### config.mk
export PLATFORM = sky130hd
export DESIGN_NAME = lfrs_scan
export DESIGN_NICKNAME = d
export VERILOG_FILES = /design/src/rtl/core/lfrs_pkg.sv /design/src/rtl/core/lfrs_scan.sv
export SDC_FILE = /design/constraint.sdc
export NUM_CORES = 1
export LEC_CHECK = 0
export ABC_AREA = 0
export BUFFER_PORTS_ARGS = -buffer_cell sky130_fd_sc_hd__buf_2
export CAP_MARGIN = 20
export CORE_ASPECT_RATIO = 1.75
export CORE_MARGIN = 2
export CORE_UTILIZATION = 47
export DETAILED_ROUTE_END_ITERATION = 10
export HOLD_SLACK_MARGIN = 0.03
export PLACE_DENSITY = 0.79
export REMOVE_ABC_BUFFERS = 1
export SYNTH_ARGS = -nofsm -noshare
export SYNTH_HDL_FRONTEND = slang
export SYNTH_SLANG_ARGS = --single-unit
### constraint.sdc
create_clock -name clk -period 3.23 [get_ports clk]
set_clock_uncertainty 0.2 [all_clocks]
set_input_delay 0.323 -clock clk [delete_from_list [all_inputs] [get_ports clk]]
set_output_delay 0.323 -clock clk [all_outputs]
set_load 0.02 [all_outputs]
### src/rtl/core/lfrs_pkg.sv
// ----------------------------------------------------------------------------
// lfrs_pkg
// Shared field widths and control bundles of the lowest free room scheduler.
// ----------------------------------------------------------------------------
package lfrs_pkg;

	// fixed widths of the transaction fields
	localparam int START_BITS     = 20;
	localparam int CFG_BITS       = 8;
	localparam int ROOM_OUT_BITS  = 7;
	localparam int TIME_OUT_BITS  = 40;
	localparam int COUNT_OUT_BITS = 17;

	// room store access controls
	typedef struct packed {
		logic rd_en;
		logic wr_en;
		logic clear;
	} store_ctl_t;

	// scan sample controls
	typedef struct packed {
		logic sample;
		logic first;
	} scan_ctl_t;

endpackage

### src/rtl/core/lfrs_scan.sv
// ----------------------------------------------------------------------------
// lfrs_scan
// Walks the room free times one per cycle, tracking the lowest free room and
// the earliest freeing room, and presents the chosen room and its begin time.
// ----------------------------------------------------------------------------
module lfrs_scan #(
	parameter int TIME_BITS = 40,
	parameter int RIDX_W    = 7
) (
	input  logic                  clk,
	input  logic                  arst_n,
	input  lfrs_pkg::scan_ctl_t   ctl,
	input  logic [RIDX_W-1:0]     idx,
	input  logic [TIME_BITS-1:0]  ftime,
	input  logic [TIME_BITS-1:0]  start,
	output logic [RIDX_W-1:0]     pick_idx,
	output logic [TIME_BITS-1:0]  pick_begin
);

	logic                 found_q;
	logic [RIDX_W-1:0]    free_idx_q;
	logic [RIDX_W-1:0]    min_idx_q;
	logic [TIME_BITS-1:0] min_time_q;
	logic                 is_free;

	assign is_free = (ftime <= start);

	// found flag restarts with the first room of each scan
	always_ff @(posedge clk or negedge arst_n) begin
		if (!arst_n) begin
			found_q <= 1'b0;
		end else if (ctl.sample) begin
			if (ctl.first) begin
				found_q <= is_free;
			end else if (is_free) begin
				found_q <= 1'b1;
			end
		end
	end

	// lowest free room and earliest freeing room, lower number kept on ties
	always_ff @(posedge clk) begin
		if (ctl.sample) begin
			if ((ctl.first || !found_q) && is_free) begin
				free_idx_q <= idx;
			end
			if (ctl.first || (ftime < min_time_q)) begin
				min_idx_q  <= idx;
				min_time_q <= ftime;
			end
		end
	end

	assign pick_idx   = found_q ? free_idx_q : min_idx_q;
	assign pick_begin = found_q ? start : min_time_q;

endmodule

==> metrics.md <==
| Metric | Value |
|---|---|
| Post-Synthesis Cells | `432` |
| DIE HEIGHT | `129 µm` |
| Kind of critical path | `in -> reg` |
| Top post-synthesis cells by area | `edfxtp_1, ha_1, inv_1` |
| Share of layout cells above drive strength 1 | `28.8%` |
| Peak supply drop | `305 µV` |
| Number of global-route vias before repair | `3537` |
| Number of max-cap violations | `0` |
| Final ANT Viol Nets | `0` |
| CTS Buf Count | `5` |
| Status | `complete, no violations` |
| Final setup violation count | `0` |
| Dpl cells | `680` |
| Share of Yosys cell area claimed by the top area cell type | `38.8%` |
| Yosys warnings | `0` |
| Crit share post-route | `89.1%` |
| Critical Path AT | `2.74 ns` |
| Worst hold slack | `0.0367 ns` |
| Yosys cell types | `38` |
| Global-route wire length before repair | `16000 µm` |
| Cell area power density | `406 mW/mm²` |
| Core footprint | `0.00867 mm²` |
| Worst-Skew Late Latency | `0.30 ns` |
| TritonCTS clock tree | `built` |
| DRT Pass-1 Iters | `4` |
| Reg-to-Reg Start | `min_time_q[2]$_DFFE_PP_` |
| Worst hold path depth | `1` |
| Fmax achieved | `348 MHz` |
| Fin crit period | `2.88 ns` |
| Initial antenna violation count | `0` |
| FF-to-FF path depth | `9` |
| Min-Delay Path Class | `in -> reg` |
| Worst flop-to-flop path endpoint | `min_time_q[16]$_DFFE_PP_` |
| Clock sinks | `55` |
| P&R area growth vs syn | `26.3%` |
| Leakage | `2.75 nW` |
| Root Buffer | `clkbuf_16` |
| Largest net degree at the start of global routing | `66` |
| Clock buffer depth | `2` |
| Die ar. | `0.00969 mm²` |
| Final setup TNS | `0 ns` |
| Worst-Margin Slew | `1.01 ns` |
| Vias/cell | `5.13` |
| Register area | `0.00165 mm²` |
| Post-synth top area cell | `edfxtp_1` |
| First DRT Iteration DRCs | `183` |
| Max-slew violation count | `0` |
| Detailed Route WL | `10400 µm` |
| Multi-input logic area | `0.00218 mm²` |
| Vias | `3591` |
| Seq/Total Area, Yosys | `39.4%` |
| Post-synthesis register bit count | `55` |
| Slew headroom | `32.7%` |
| Die width | `75.3 µm` |
| Initial core utilization | `48.2%` |
| Crit-path max FO | `7` |
| DRC Markers | `0` |
| Unrepaired setup endpoints after global routing | `false` |
| Final HPWL DP | `8270 µm` |
| Ant. Diodes | `0` |
| Cell area after synthesis | `0.00418 mm²` |
| Required time worst endpoint | `3.10 ns` |
| PortBufs | `137` |
| Rows | `45` |
| Count of non-filler cells in the finished layout | `700` |
| Final RePlAce weighted congestion | `0.857` |
| Crit end category | `flop` |
| H-tree depth | `2` |
| Final Hold Viols | `0` |
| Syn Area/Cell | `9.67 µm²` |
| WHS Endpoint | `min_time_q[3]$_DFFE_PP_` |
| WL per Instance | `14.8 µm` |
| Hold Startpoint | `ftime[3]` |
| Worst setup SP type | `input port` |
| Top Ports | `138` |
| Reg2reg setup slack | `0.48 ns` |
| Total gr overflow | `0` |
| Tot GR Track Use | `21.7%` |
| Fill cells | `800` |
| Total Nets Final | `752` |
| Reg clk slew, reported paths | `0.08 ns` |
[logic make-up (layout without fill, tap and decap cells)]
family	after synthesis	in the layout	share of synthesized area [%]
buffers and inverters	92	243	8.33
muxes	8	8	2.16
AOI/OAI and AO/OA	103	103	14.5
DFF	55	55	39.4
and+or+nand+nor	95	95	12.0
adders and majority gates	79	79	23.7
[critical path: stages]
cell and delay [ns]:
dlygate4sd3_1 0.55, buf_2 0.14, ha_1 0.32, nand4_2 0.16, a2111oi_0 0.61, nor4_2 0.16, a31oi_1 0.23, nor3_1 0.08
buf_4 0.17
[layout by cell type (no fill, tap or decap), types with 5 or more instances in the layout]
master / synthesis / final
buf_2: 2 / 137
inv_1: 82 / 82
ha_1: 79 / 79
edfxtp_1: 54 / 54
nand2_1: 49 / 49
o21ai_0: 44 / 44
a21oi_1: 26 / 26
a21o_1: 14 / 14
nand3_1: 13 / 13
dlygate4sd3_1: 0 / 12
nand4_1: 9 / 9
mux2_2: 8 / 8
clkbuf_16: 0 / 5
[state kept, by name, indices dropped and copies added, names as in the netlist]
register,cells
min_time_q,40
found_q,1
free_idx_q,7
min_idx_q,7
[stage by stage]
step | cell area [µm²] | power (mW) | util (%) | setup slack, ns
5_1_grt | 5280 | 2.26 | 60.9 | 0.136
2_1_floorplan | 4140 | 1.30 | - | -0.0310
3_5_place_dp | 5000 | 1.57 | 57.7 | 0.384
4_1_cts | 5260 | 2.15 | 60.6 | 0.322
3_3_place_gp | 5000 | 1.54 | 57.7 | 0.442
6_report | 5280 | 2.14 | 60.9 | 0.353
[final cells by class]
class	count	area share, %
flip-flops and latches	55	31.2
inverters	82	5.83
multi-input cells	285	41.4
repair buffers	153	15.8
well taps	117	2.77
clock buffers	5	2.37
clock inverters	3	0.545
[layer usage]
layer | track usage [%] | share of wire (%) | vias up
met5 | 0 | 0 | -
met4 | 10.4 | 3.8 | 0
met3 | 2.58 | 3.2 | 27
met2 | 40.5 | 55 | 98
met1 | 23.3 | 38 | 1634
li1 | - | - | 1832
[Yosys cell counts, drive strengths merged]
library cell,instances
inv,82
ha,79
edfxtp,54
nand2,49
o21ai,45
a21oi,26
a21o,14
nand3,14
nand4,13
clkbuf,8
mux2,8
nor3,5
nor2,4
nor2b,4
a211oi,3
o31ai,3
a211o,2
a31oi,2
buf,2
nor4,2
a2111oi,1
a221o,1
a41oi,1
and2b,1
and3,1
dfrtp,1
nand2b,1
o2111a,1
o211ai,1
o21a,1
o22ai,1
o31a,1
or3,1
[power by group]
| group | total [mW] | internal, mW | switching [mW] |
|---|---|---|---|
| registers | 0.889 | 0.843 | 0.0457 |
| clock network | 0.577 | 0.297 | 0.280 |
| logic | 0.675 | 0.268 | 0.407 |
| total | 2.14 | 1.41 | 0.733 |
[repair_timing]
action / CTS / global route
hold buffers: 10 / 2
gates resized for setup: 0 / 0
endpoints found under the hold margin: 17 / 2
setup buffers: 0 / 0
[worst max path at each step]
stage,start,endpoint,slack [ns],cells after the start
floorplan,min_time_q[2]$_DFFE_PP_,min_idx_q[0]$_DFFE_PP_,-0.03,8
global placement,ftime[2],min_time_q[4]$_DFFE_PP_,0.44,9
detailed placement,ftime[2],min_time_q[22]$_DFFE_PP_,0.38,9
CTS,ftime[39],free_idx_q[4]$_DFFE_PP_,0.32,9
global route,ftime[39],free_idx_q[2]$_DFFE_PP_,0.14,10
finish,ftime[39],free_idx_q[2]$_DFFE_PP_,0.35,9
Power figures use the tool's default switching activity.
